[src/uart_telemetry_command_handler_top_assert.svh]
// ----------------------------------------------------------------------------
// Assertion macros for the serial telemetry and command handler
// Concurrent checks on clk with the asynchronous reset masked; empty bodies
// when SYNTHESIS is defined.
// ----------------------------------------------------------------------------
`ifndef UART_TELEMETRY_COMMAND_HANDLER_TOP_ASSERT_SVH
`define UART_TELEMETRY_COMMAND_HANDLER_TOP_ASSERT_SVH

`ifndef SYNTHESIS

// Same-cycle implication.
`define UTCH_ASSERT_IMP(lbl, ante, cons, msg) \
    lbl: assert property (@(posedge clk) disable iff (!rst_n) (ante) |-> (cons)) \
        else $error(msg);

// Next-cycle implication.
`define UTCH_ASSERT_NXT(lbl, ante, cons, msg) \
    lbl: assert property (@(posedge clk) disable iff (!rst_n) (ante) |=> (cons)) \
        else $error(msg);

`else

`define UTCH_ASSERT_IMP(lbl, ante, cons, msg)
`define UTCH_ASSERT_NXT(lbl, ante, cons, msg)

`endif

`endif

[src/utch_pkg.sv]
// ----------------------------------------------------------------------------
// utch_pkg
// Types and constants shared by the serial telemetry and command handler.
// ----------------------------------------------------------------------------
`default_nettype none

package utch_pkg;

    // Reply geometry: every reply is a fixed burst of bytes.
    localparam int REPLY_BYTES = 8;
    localparam int BYTE_IDX_W  = $clog2(REPLY_BYTES);
    localparam logic [BYTE_IDX_W-1:0] LAST_BYTE = BYTE_IDX_W'(REPLY_BYTES - 1);

    // Operation codes of an input item.
    localparam logic OP_RX_BYTE  = 1'b0;
    localparam logic OP_TX_EMPTY = 1'b1;

    // Characters of the protocol.
    localparam logic [7:0] CH_TELEMETRY = 8'h41; // 'A'
    localparam logic [7:0] CH_VERSION   = 8'h43; // 'C'
    localparam logic [7:0] CH_BUCK      = 8'h4B; // 'K'
    localparam logic [7:0] CH_BOOST     = 8'h54; // 'T'
    localparam logic [7:0] CH_VER_TAG   = 8'h76; // 'v'
    localparam logic [7:0] CH_ZERO      = 8'h30; // '0'
    localparam logic [7:0] CH_LOW_A     = 8'h61; // 'a'
    localparam logic [7:0] CH_LOW_C     = 8'h63; // 'c'
    localparam logic [7:0] CH_LOW_K     = 8'h6B; // 'k'

    // Configuration register indexes.
    localparam int CFG_IDX_W = 3;
    localparam logic [CFG_IDX_W-1:0] REG_ENABLE      = 3'd0;
    localparam logic [CFG_IDX_W-1:0] REG_VERSION_0   = 3'd1;
    localparam logic [CFG_IDX_W-1:0] REG_VERSION_1   = 3'd2;
    localparam logic [CFG_IDX_W-1:0] REG_VERSION_2   = 3'd3;
    localparam logic [CFG_IDX_W-1:0] REG_VERSION_CHK = 3'd4;
    localparam int CFG_DATA_W = 16;

    // Input item.
    typedef struct packed {
        logic        op;
        logic [7:0]  rx_byte;
        logic        framing_error;
        logic        overrun;
        logic [15:0] output_voltage;
        logic [15:0] input_voltage;
        logic [15:0] phase_current_a;
        logic [15:0] phase_current_b;
    } cmd_item_t;

    // Result item.
    typedef struct packed {
        logic [7:0]  tx_byte;
        logic        last;
        logic        vref_write;
        logic [15:0] vref_value;
    } rsp_item_t;

    // Configuration register file contents.
    typedef struct packed {
        logic             enable;
        logic [2:0][15:0] version_word;
        logic [7:0]       version_check_byte;
    } cfg_t;

    // One complete reply, byte 0 sent first.
    typedef struct packed {
        logic [REPLY_BYTES-1:0][7:0] bytes;
        logic                        vref_write;
        logic [15:0]                 vref_value;
    } reply_t;

    // Push request from the front end into the reply queue.
    typedef struct packed {
        logic   valid;
        reply_t reply;
    } reply_push_t;

endpackage

`default_nettype wire

[src/utch_front.sv]
// ----------------------------------------------------------------------------
// utch_front
// Accepts input items, tracks the command and frame state, and builds the
// complete reply for each item that calls for one.
// ----------------------------------------------------------------------------
`default_nettype none

module utch_front (
    input  wire                  clk,
    input  wire                  rst_n,
    input  utch_pkg::cfg_t       cfg,
    input  wire                  cmd_valid,
    output logic                 cmd_stall,
    input  utch_pkg::cmd_item_t  cmd_item,
    input  wire                  q_full,
    output utch_pkg::reply_push_t push
);

    import utch_pkg::*;

    logic       accept;
    logic       receiving_reg, receiving_next;
    logic       pending_reg, pending_next;
    logic [1:0] frame_count_reg, frame_count_next;
    logic       boost_reg, boost_next;
    logic [7:0] frame_bytes_reg [3];
    logic       fb_we;
    logic [1:0] fb_idx;
    logic [7:0] frame_sum;

    // Items are held off only while the reply queue has no room.
    assign cmd_stall = q_full;
    assign accept    = cmd_valid && !q_full;

    assign frame_sum = frame_bytes_reg[0] + frame_bytes_reg[1] + frame_bytes_reg[2];

    // Classify the item and decide the state update and the reply.
    always_comb
    begin
        receiving_next   = receiving_reg;
        pending_next     = pending_reg;
        frame_count_next = frame_count_reg;
        boost_next       = boost_reg;
        fb_we            = 1'b0;
        fb_idx           = frame_count_reg;
        push             = '0;

        if (accept)
        begin
            if (!cfg.enable)
            begin
                receiving_next   = 1'b0;
                pending_next     = 1'b0;
                frame_count_next = '0;
                boost_next       = 1'b0;
            end
            else if (pending_reg)
            begin
                // Second telemetry group goes out as zeros on the next empty event.
                if (cmd_item.op == OP_TX_EMPTY)
                begin
                    push.valid       = 1'b1;
                    pending_next     = 1'b0;
                    frame_count_next = '0;
                end
            end
            else if (cmd_item.op == OP_TX_EMPTY || cmd_item.framing_error
                     || cmd_item.overrun)
            begin
                // Nothing to do for this item.
            end
            else if (!receiving_reg)
            begin
                case (cmd_item.rx_byte)
                    CH_TELEMETRY:
                    begin
                        push.valid              = 1'b1;
                        push.reply.bytes[0]     = cmd_item.output_voltage[7:0];
                        push.reply.bytes[1]     = cmd_item.output_voltage[15:8];
                        push.reply.bytes[2]     = cmd_item.input_voltage[7:0];
                        push.reply.bytes[3]     = cmd_item.input_voltage[15:8];
                        push.reply.bytes[4]     = cmd_item.phase_current_a[7:0];
                        push.reply.bytes[5]     = cmd_item.phase_current_a[15:8];
                        push.reply.bytes[6]     = cmd_item.phase_current_b[7:0];
                        push.reply.bytes[7]     = cmd_item.phase_current_b[15:8];
                        pending_next            = 1'b1;
                        frame_count_next        = 2'd1;
                    end
                    CH_VERSION:
                    begin
                        push.valid          = 1'b1;
                        push.reply.bytes[0] = CH_VER_TAG;
                        push.reply.bytes[1] = cfg.version_word[0][7:0];
                        push.reply.bytes[2] = cfg.version_word[0][15:8];
                        push.reply.bytes[3] = cfg.version_word[1][7:0];
                        push.reply.bytes[4] = cfg.version_word[1][15:8];
                        push.reply.bytes[5] = cfg.version_word[2][7:0];
                        push.reply.bytes[6] = cfg.version_word[2][15:8];
                        push.reply.bytes[7] = cfg.version_check_byte;
                    end
                    CH_BUCK, CH_BOOST:
                    begin
                        fb_we            = 1'b1;
                        fb_idx           = 2'd0;
                        receiving_next   = 1'b1;
                        frame_count_next = 2'd1;
                        boost_next       = (cmd_item.rx_byte == CH_BOOST);
                    end
                    default:
                    begin
                        // Unknown first character is ignored.
                    end
                endcase
            end
            else if (frame_count_reg != 2'd3)
            begin
                // Value bytes of the frame.
                fb_we            = 1'b1;
                frame_count_next = frame_count_reg + 2'd1;
            end
            else
            begin
                // Checksum byte closes the frame.
                receiving_next   = 1'b0;
                frame_count_next = '0;
                if (frame_sum == cmd_item.rx_byte)
                begin
                    push.valid            = 1'b1;
                    push.reply.bytes[0]   = frame_bytes_reg[0];
                    push.reply.bytes[1]   = frame_bytes_reg[1];
                    push.reply.bytes[2]   = frame_bytes_reg[2];
                    push.reply.bytes[3]   = CH_ZERO;
                    push.reply.bytes[4]   = CH_ZERO;
                    push.reply.bytes[5]   = CH_LOW_A;
                    push.reply.bytes[6]   = CH_LOW_C;
                    push.reply.bytes[7]   = CH_LOW_K;
                    push.reply.vref_write = !boost_reg;
                    push.reply.vref_value = {frame_bytes_reg[2], frame_bytes_reg[1]};
                end
            end
        end
    end

    // Control state.
    always_ff @(posedge clk or negedge rst_n)
    begin
        if (!rst_n)
        begin
            receiving_reg   <= 1'b0;
            pending_reg     <= 1'b0;
            frame_count_reg <= '0;
            boost_reg       <= 1'b0;
        end
        else
        begin
            receiving_reg   <= receiving_next;
            pending_reg     <= pending_next;
            frame_count_reg <= frame_count_next;
            boost_reg       <= boost_next;
        end
    end

    // Frame bytes are only read after they have been written.
    always_ff @(posedge clk)
    begin
        if (fb_we)
        begin
            frame_bytes_reg[fb_idx] <= cmd_item.rx_byte;
        end
    end

endmodule

`default_nettype wire

[src/utch_queue.sv]
// ----------------------------------------------------------------------------
// utch_queue
// Short first-in first-out queue of complete replies between the front end
// and the byte sender.
// ----------------------------------------------------------------------------
`default_nettype none

module utch_queue #(
    parameter int DEPTH = 2
) (
    input  wire                   clk,
    input  wire                   rst_n,
    input  utch_pkg::reply_push_t push,
    input  wire                   pop,
    output utch_pkg::reply_t      head,
    output logic                  empty,
    output logic                  full
);

    import utch_pkg::*;

    localparam int PTR_W = (DEPTH > 1) ? $clog2(DEPTH) : 1;
    localparam int CNT_W = $clog2(DEPTH + 1);
    localparam logic [PTR_W-1:0] PTR_LAST = PTR_W'(DEPTH - 1);
    localparam logic [CNT_W-1:0] CNT_FULL = CNT_W'(DEPTH);

    reply_t           entry_reg [DEPTH];
    logic [PTR_W-1:0] wr_ptr_reg, wr_ptr_next;
    logic [PTR_W-1:0] rd_ptr_reg, rd_ptr_next;
    logic [CNT_W-1:0] count_reg, count_next;
    logic             do_push;
    logic             do_pop;

    assign empty   = (count_reg == '0);
    assign full    = (count_reg == CNT_FULL);
    assign head    = entry_reg[rd_ptr_reg];
    assign do_push = push.valid && !full;
    assign do_pop  = pop && !empty;

    // Pointer and fill count update.
    always_comb
    begin
        wr_ptr_next = wr_ptr_reg;
        rd_ptr_next = rd_ptr_reg;
        count_next  = count_reg;
        if (do_push)
        begin
            wr_ptr_next = (wr_ptr_reg == PTR_LAST) ? '0 : wr_ptr_reg + 1'b1;
        end
        if (do_pop)
        begin
            rd_ptr_next = (rd_ptr_reg == PTR_LAST) ? '0 : rd_ptr_reg + 1'b1;
        end
        if (do_push && !do_pop)
        begin
            count_next = count_reg + 1'b1;
        end
        else if (do_pop && !do_push)
        begin
            count_next = count_reg - 1'b1;
        end
    end

    always_ff @(posedge clk or negedge rst_n)
    begin
        if (!rst_n)
        begin
            wr_ptr_reg <= '0;
            rd_ptr_reg <= '0;
            count_reg  <= '0;
        end
        else
        begin
            wr_ptr_reg <= wr_ptr_next;
            rd_ptr_reg <= rd_ptr_next;
            count_reg  <= count_next;
        end
    end

    // Entry storage.
    always_ff @(posedge clk)
    begin
        if (do_push)
        begin
            entry_reg[wr_ptr_reg] <= push.reply;
        end
    end

endmodule

`default_nettype wire

[src/utch_back.sv]
// ----------------------------------------------------------------------------
// utch_back
// Takes replies from the queue and sends them one byte per cycle, unless
// rsp_stall holds the output, through a registered output item.
// ----------------------------------------------------------------------------
`default_nettype none

module utch_back (
    input  wire                 clk,
    input  wire                 rst_n,
    input  utch_pkg::reply_t    head,
    input  wire                 q_empty,
    output logic                pop,
    output logic                rsp_valid,
    input  wire                 rsp_stall,
    output utch_pkg::rsp_item_t rsp_item
);

    import utch_pkg::*;

    reply_t                cur_reg, cur_next;
    logic [BYTE_IDX_W-1:0] cnt_reg, cnt_next;
    logic                  active_reg, active_next;
    logic                  rsp_valid_reg, rsp_valid_next;
    rsp_item_t             rsp_item_reg, rsp_item_next;
    logic                  advance;
    reply_t                src;
    logic [BYTE_IDX_W-1:0] idx;

    assign rsp_valid = rsp_valid_reg;
    assign rsp_item  = rsp_item_reg;

    // The output register moves when it is empty or being taken.
    assign advance = !rsp_valid_reg || !rsp_stall;

    // Byte sequencing: continue the current reply, or start the next one
    // straight from the queue head without a gap.
    always_comb
    begin
        cur_next       = cur_reg;
        cnt_next       = cnt_reg;
        active_next    = active_reg;
        rsp_valid_next = rsp_valid_reg;
        rsp_item_next  = rsp_item_reg;
        pop            = 1'b0;
        src            = active_reg ? cur_reg : head;
        idx            = active_reg ? cnt_reg : '0;

        if (advance)
        begin
            if (active_reg || !q_empty)
            begin
                rsp_valid_next           = 1'b1;
                rsp_item_next.tx_byte    = src.bytes[idx];
                rsp_item_next.last       = (idx == LAST_BYTE);
                rsp_item_next.vref_write = (idx == LAST_BYTE) && src.vref_write;
                rsp_item_next.vref_value = src.vref_value;
                if (active_reg)
                begin
                    cnt_next    = cnt_reg + 1'b1;
                    active_next = (cnt_reg != LAST_BYTE);
                end
                else
                begin
                    pop         = 1'b1;
                    cur_next    = head;
                    cnt_next    = BYTE_IDX_W'(1);
                    active_next = 1'b1;
                end
            end
            else
            begin
                rsp_valid_next = 1'b0;
            end
        end
    end

    always_ff @(posedge clk or negedge rst_n)
    begin
        if (!rst_n)
        begin
            cnt_reg       <= '0;
            active_reg    <= 1'b0;
            rsp_valid_reg <= 1'b0;
        end
        else
        begin
            cnt_reg       <= cnt_next;
            active_reg    <= active_next;
            rsp_valid_reg <= rsp_valid_next;
        end
    end

    // Payload registers.
    always_ff @(posedge clk)
    begin
        cur_reg      <= cur_next;
        rsp_item_reg <= rsp_item_next;
    end

endmodule

`default_nettype wire

[src/uart_telemetry_command_handler_top.sv]
// Serial telemetry and command handler. Each input item is one received byte
// or one transmitter-empty event; an item that calls for a reply produces
// exactly eight result items, one per cycle unless stalled, the final one
// marked by last. Items with no reply are taken every cycle; input is stalled
// only while the queue is full. A reply is built whole when its item is
// accepted and placed in a queue of QUEUE_DEPTH replies; the byte sender
// drains it at one byte per cycle unless stalled, so throughput is set by the
// single output byte lane. Configuration writes are taken at once (cfg_ready
// is always high) and must be made while the block is idle.
// ----------------------------------------------------------------------------
// uart_telemetry_command_handler_top
// Top level: configuration registers, front end, reply queue, byte sender.
// ----------------------------------------------------------------------------
`default_nettype none

module uart_telemetry_command_handler_top #(
    parameter int QUEUE_DEPTH = 2
) (
    input  wire                                 clk,
    input  wire                                 rst_n,
    input  wire                                 cmd_valid,
    output logic                                cmd_stall,
    input  utch_pkg::cmd_item_t                 cmd_item,
    output logic                                rsp_valid,
    input  wire                                 rsp_stall,
    output utch_pkg::rsp_item_t                 rsp_item,
    input  wire                                 cfg_valid,
    output logic                                cfg_ready,
    input  wire [utch_pkg::CFG_IDX_W-1:0]       cfg_index,
    input  wire [utch_pkg::CFG_DATA_W-1:0]      cfg_data
);

    import utch_pkg::*;

    cfg_t        cfg_reg, cfg_next;
    reply_push_t push;
    reply_t      head;
    logic        q_empty;
    logic        q_full;
    logic        pop;

    assign cfg_ready = 1'b1;

    // Configuration register writes; indexes past the list are ignored.
    always_comb
    begin
        cfg_next = cfg_reg;
        if (cfg_valid && cfg_ready)
        begin
            case (cfg_index)
                REG_ENABLE:      cfg_next.enable             = cfg_data[0];
                REG_VERSION_0:   cfg_next.version_word[0]    = cfg_data;
                REG_VERSION_1:   cfg_next.version_word[1]    = cfg_data;
                REG_VERSION_2:   cfg_next.version_word[2]    = cfg_data;
                REG_VERSION_CHK: cfg_next.version_check_byte = cfg_data[7:0];
                default:         cfg_next                    = cfg_reg;
            endcase
        end
    end

    always_ff @(posedge clk or negedge rst_n)
    begin
        if (!rst_n)
        begin
            cfg_reg <= '{enable: 1'b1, version_word: '0, version_check_byte: 8'h00};
        end
        else
        begin
            cfg_reg <= cfg_next;
        end
    end

    utch_front u_front (
        .clk       (clk),
        .rst_n     (rst_n),
        .cfg       (cfg_reg),
        .cmd_valid (cmd_valid),
        .cmd_stall (cmd_stall),
        .cmd_item  (cmd_item),
        .q_full    (q_full),
        .push      (push)
    );

    utch_queue #(
        .DEPTH (QUEUE_DEPTH)
    ) u_queue (
        .clk   (clk),
        .rst_n (rst_n),
        .push  (push),
        .pop   (pop),
        .head  (head),
        .empty (q_empty),
        .full  (q_full)
    );

    utch_back u_back (
        .clk       (clk),
        .rst_n     (rst_n),
        .head      (head),
        .q_empty   (q_empty),
        .pop       (pop),
        .rsp_valid (rsp_valid),
        .rsp_stall (rsp_stall),
        .rsp_item  (rsp_item)
    );

    // Checks.
`include "uart_telemetry_command_handler_top_assert.svh"

    `UTCH_ASSERT_IMP(a_no_push_when_full, push.valid, !q_full,
                     "reply pushed into a full queue")
    `UTCH_ASSERT_IMP(a_disabled_silent, cmd_valid && !cmd_stall && !cfg_reg.enable,
                     !push.valid, "reply built while disabled")
    `UTCH_ASSERT_IMP(a_vref_on_last, rsp_valid && rsp_item.vref_write, rsp_item.last,
                     "reference write not on final byte")
    `UTCH_ASSERT_NXT(a_pop_starts_reply, pop, rsp_valid && !rsp_item.last,
                     "reply start did not reach the output")

endmodule

`default_nettype wire
[config.mk]
export PLATFORM = sky130hd
export DESIGN_NAME = uart_telemetry_command_handler_top
export DESIGN_NICKNAME = d
export VERILOG_FILES = /design/src/utch_pkg.sv /design/src/utch_front.sv /design/src/utch_queue.sv /design/src/utch_back.sv /design/src/uart_telemetry_command_handler_top.sv
export VERILOG_INCLUDE_DIRS = /design/src /design/src/src
export SDC_FILE = /design/constraint.sdc
export NUM_CORES = 1
export LEC_CHECK = 0
export BUFFER_PORTS_ARGS = -buffer_cell sky130_fd_sc_hd__buf_2
export CAP_MARGIN = 20
export CORE_MARGIN = 8
export CORE_UTILIZATION = 60
export DETAILED_ROUTE_END_ITERATION = 16
export PLACE_DENSITY_LB_ADDON = 0.2
export RECOVER_POWER = 50
export SYNTH_ARGS = -nofsm -noshare
export SYNTH_HDL_FRONTEND = slang
export SYNTH_SLANG_ARGS = --single-unit
[constraint.sdc]
create_clock -name clk -period 9.9 [get_ports clk]
set_input_delay 0.495 -clock clk [delete_from_list [all_inputs] [get_ports clk]]
set_output_delay 0.495 -clock clk [all_outputs]
set_load 0.01 [all_outputs]
Word-level counts from Yosys, hierarchy flattened

Memories as Yosys holds them, arrays and structs flattened.
Cells that the tools add are included.

Muxes and demuxes: 63
Bitwise logic cells: 1
Add/subtract/negate cells: 8
Eq/ne operators: 20
Reductions and logical operators: 32
$lt $le $gt $ge: 1

Operators by type and width:

| kind                  | number |
|---|---|
| $mux W82              | 5 |
| $mux W81              | 2 |
| $pmux W65 S2          | 1 |
| $mux W65              | 1 |
| $mux W1               | 34 |
| $eq A8 B7 Y1 const B  | 4 |
| $mux W2               | 15 |
| $bmux W8 S3           | 1 |
| $mux W17              | 1 |
| $add A8 B8 Y8         | 2 |
| $reduce_and A2 Y1     | 6 |
| $eq A8 B8 Y1          | 1 |
| $mux W8               | 1 |
| $ne A2 B2 Y1 const B  | 4 |
| $logic_not A1 Y1      | 7 |
| $eq A3 B2 Y1 const B  | 2 |
| $eq A3 B3 Y1 const B  | 2 |
| $logic_and A1 B1 Y1   | 6 |
| $mux W3               | 2 |
| $ne A3 B3 Y1 const B  | 2 |
| $reduce_and A3 Y1     | 2 |
| $reduce_and A5 Y1     | 1 |
| $add A2 B1 Y2 const B | 2 |
| $logic_or A1 B1 Y1    | 4 |
| 16 further kinds      | 17 |

RAM bits: 186
Bits in registers: 162
Bits of input ports: 99
Memories: 2
Output and inout port bits: 29

Memory list:

| name                    | depth | width | rd ports | clocked after Yosys merged registers in | wr ports | line             | RTL |
|---|---|---|---|---|---|---|---|
| u_queue.entry_reg       | 2     | 81    | 1        | 0                                       | 1        | utch_queue.sv:27 | `reply_t entry_reg [DEPTH];` |
| u_front.frame_bytes_reg | 3     | 8     | 3        | 0                                       | 1        | utch_front.sv:26 | `logic [7:0] frame_bytes_reg [3];` |

Depth between registers and ports, before layout

An unclocked memory read counts as a cell.

Depth after elaboration: 16
Mapped depth: 16
Gate-level depth less buffers: 16

Modules after synthesis

Synthesis repeated with hierarchy kept, for this count alone.

Cell total of the unflattened synthesis: 1051
Area total of the unflattened synthesis: 16447.0 um2

By module, submodules not included:

| module                             | cells an instance | area an instance (um2) | times used | sequential area each (um2) |
|---|---|---|---|---|
| utch_queue                         | 271               | 6441.2                 | 1          | 4964.8 |
| utch_back                          | 292               | 4556.9                 | 1          | 2857.7 |
| utch_front                         | 361               | 3153.0                 | 1          | 845.8 |
| uart_telemetry_command_handler_top | 127               | 2296.0                 | 1          | 1427.6 |

Worst setup path before layout

No wires, ideal clock.

Path kind: reg-to-reg
From: memory u_front.frame_bytes_reg[2][1]
To: memory u_queue.entry_reg[0][0] (netlist name), enable pin
Stages on the path, launching flop included: 11
Slack: 3.077 ns
Data required time: 9.379 ns
Buffers on the path: 0
Data arrival time: 6.301 ns
Library setup time: 0.521 ns
Cell sequence: edfxtp_1 > fa_1 > ha_1 > fa_1 > a21o_1 > a21oi_2 > xnor2_1 > or4_4 > nor4_1 > o21ai_0 > nor2_1

RTL lines:

| what               | line |
|---|---|
| start: declaration | utch_front.sv:26 |
| end: declaration   | utch_queue.sv:27 |

==> flow_metrics.py <==
metrics = {
    "outcome": {
        "status": "finished with violations",
        "violations": "capacitance limit, slew limit",
    },
    "place": {
        "dp_worst_setup_slack_ns": 5.10,
        "placedCellCount": 1480,
        "place_congestion": 0.917,
        "hpwlAfterDp_um": 24400,
        "portBuffers": 126,
    },
    "worst_hold_path": {
        "worst_hold_path_type": "input pin to flip-flop",
    },
    "worst_setup_path": {
        "reg2reg_depth": 8,
        "cp_slowest_stage_delay_ns": 2.48,
        "arrival_ns": 6.51,
        "crit_path_end": "u_back.rsp_item[23]",
        "path_class": "flip-flop to flip-flop",
        "path_depth": 8,
        "rrSetupSlack_ns": 3.71,
        "regToRegStartpoint": "u_queue.rd_ptr_reg",
        "cp_num_buf_inv": 1,
        "worstPathMaxFanout": 46,
        "startpoint_type": "flip-flop",
        "crit_chain": "clkbuf_1 -> mux2i_1 -> o21ai_0 -> nand2_1 -> nand3_1 -> o21ai_0 -> a221o_1 -> a21oi_1",
        "timing.rr.end": "u_back.rsp_item[23]",
        "crit_top_cell": "o21ai_0",
        "cp-startpoint": "u_queue.rd_ptr_reg",
        "cp-end-kind": "flip-flop",
        "cp_top_family": "buffers and inverters",
        "cp.required_ns": 10.21,
        "worst_path_max_delay_cell": "clkbuf_1",
    },
    "layout": {
        "final_common_cell": "edfxtp_1",
        "layout_common_cells": "edfxtp_1, nand2_1, buf_2, o21ai_0, mux2_2",
        "largest_reg_flops": 162,
        "nets": 1305,
        "stdcell_count": 1536,
        "drive_gt1_frac": 0.187,
        "antennaDiodeCount": 0,
        "area_delta_synth_final_pct": 11.8,
    },
    "floorplanning": {
        "core-area_um2": 25000,
        "die-height_um": 175,
        "fp.dieArea_um2": 30600,
        "rows": 58,
        "start_util": 0.607,
        "die_x_um": 175,
        "num_io_pins": 128,
    },
    "sta": {
        "finalWorstSetupSlack_ns": 3.71,
        "period_needed_ns": 6.19,
        "finalClockSkew_ns": 0.0100,
        "post-route-period-util": 0.626,
        "timing.hold.ws_ns": 0.264,
        "slew_violations": 364,
        "setup_viol_count_final": 0,
        "rsz0062_at_grt": "false",
        "slew_headroom": -1.26,
        "finalHoldViolCount": 0,
        "tightest_slew_ns": 3.38,
        "max_freq_mhz": 161,
        "fin_tns_setup_ns": 0,
    },
    "synth": {
        "syn-cell-area_um2": 15100,
        "ys_seq_elements": 348,
        "ys_types": 53,
        "synth_cells": 1088,
        "synth_top_area_frac": 0.549,
        "async_reset_ff_frac": 0.204,
        "synth_edf_count": 277,
        "synth_area_leader_cell": "edfxtp_1",
        "syn_nets": 1205,
        "synthTopCellsByArea": "edfxtp_1, dfrtp_1, mux2_2",
        "synthFlopType": "edfxtp_1",
        "synth_warnings": 0,
        "synth-seq-area-share": 0.667,
        "syn_area_per_cell_um2": 13.9,
    },
    "power_and_ir_drop": {
        "p_comb_frac": 0.213,
        "internal-power_mw": 2.98,
        "swShare": 0.294,
        "power_frac_clock": 0.290,
        "total_power_mw": 4.22,
        "p_per_area_nw_per_um2": 249,
        "p_switching_mw": 1.24,
        "leakagePower_nw": 6.34,
        "power_frac_seq": 0.497,
        "vdd_drop_max_uv": 177,
    },
    "detailed_routing": {
        "vias": 9309,
        "drc": 0,
        "drt_pass1_iterations": 5,
        "vias_per_cell": 6.06,
        "ant_nets": 0,
        "drtIter0Drc": 1014,
        "post_drt_wl_per_cell_um": 23.1,
        "routed_wl_um": 35400,
    },
    "clocking": {
        "clk_pin_slew_ns": 0.06,
        "cts_buffer_depth": 3,
        "cts_buffers": 35,
        "ctsResizeCount": 0,
        "htree_num_levels": 2,
        "clock_latency_ns": 0.51,
        "clock_sinks": 348,
        "cts.root.buffer_cell": "clkbuf_16",
        "cts_tree": "built",
    },
    "global_routing": {
        "grt_pass1_vias": 9199,
        "antenna_found_initial": 0,
        "grtUsageTotal": 0.228,
        "grt.overflow.total": 0,
        "grt_max_degree": 89,
        "grt_pass1_wl_um": 54100,
    },
    "job": {
        "maxCapViolations": 9,
    },
}
power groups by stage:
stage | Clock (mW) | Combinational (mW) | Sequential (mW)
floorplan | 0 | 0.688 | 2.01
global placement | 0 | 0.854 | 2.11
detailed placement | 0 | 0.868 | 2.12
CTS | 1.24 | 0.875 | 2.09
global route | 1.30 | 0.997 | 2.13
finish | 1.22 | 0.896 | 2.10
worst min path at each step:
| stage | startpoint | to | slack, ns | cells after the start |
|---|---|---|---|---|
| 4_1_cts | cmd_item[71] | u_front.frame_bytes_reg[2][5] | 0.23 | 1 |
| 3_5_place_dp | cfg_reg[49] | cfg_reg[49] | 0.50 | 1 |
| 5_1_grt | cfg_data[14] | cfg_reg[38] | 0.26 | 2 |
| 2_1_floorplan | rst_n | cfg_reg[0] | 0.20 | 0 |
| 6_report | cfg_data[14] | cfg_reg[38] | 0.26 | 2 |
| 3_3_place_gp | cfg_reg[49] | cfg_reg[49] | 0.49 | 1 |
kinds of logic after synthesis:
| family | synth area share |
|---|---|
| flops | 0.667 |
| simple gates | 0.0732 |
| compound gates | 0.0948 |
| mux | 0.104 |
| buf+inv | 0.0297 |
| xor+xnor | 0.0121 |
| fa+ha+maj | 0.0188 |
| other cells | 0.000248 |
final cells by class:
| type | count | area (um2) |
|---|---|---|
| fill | 1782 | 8040 |
| inverter | 20 | 75.1 |
| sequential | 348 | 10100 |
| multi-input combinational | 641 | 4620 |
| timing repair buffer | 142 | 679 |
| clock inverter | 12 | 91.3 |
| tap | 330 | 413 |
| clock buffer | 43 | 948 |
stage by stage:
step           utilization  instance area (um2)
2_1_floorplan            -                15100
4_1_cts              0.682                17000
3_5_place_dp         0.639                16000
5_1_grt              0.678                16900
3_3_place_gp         0.639                16000
6_report             0.678                16900
metal layers:
layer / vias up / share of wire / global-route usage
met4: 0 / 0.017 / 0.0558
met2: 405 / 0.45 / 0.344
met3: 40 / 0.077 / 0.0414
li1: 4248 / - / -
met1: 4616 / 0.45 / 0.340
met5: - / 0 / 0
synth_stat cells (all sizes together) (3+ instances only):
| cell type | number |
|---|---|
| nand3 | 20 |
| nor3 | 8 |
| mux2i | 71 |
| a31oi | 3 |
| a221o | 3 |
| inv | 19 |
| o21ai | 78 |
| ha | 10 |
| a221oi | 16 |
| dfrtp | 70 |
| a21oi | 16 |
| a2111oi | 5 |
| nor2b | 11 |
| nor2 | 67 |
| edfxtp | 277 |
| o21bai | 17 |
| a311oi | 3 |
| and3 | 7 |
| fa | 8 |
| a21o | 4 |
| a211oi | 10 |
| clkbuf | 45 |
| nor4 | 4 |
| xnor2 | 14 |
| xor2 | 7 |
| a22oi | 40 |
| nand2 | 98 |
| a32o | 5 |
| mux2 | 77 |
| and2 | 23 |
| buf | 34 |
what timing repair did:
| action | CTS | global route |
|---|---|---|
| endpoints found under the hold margin | 39 | 0 |
| hold buffers | 1 | 0 |
| setup buffers | 0 | 0 |
No activity file was read; power rests on OpenSTA's default activity.
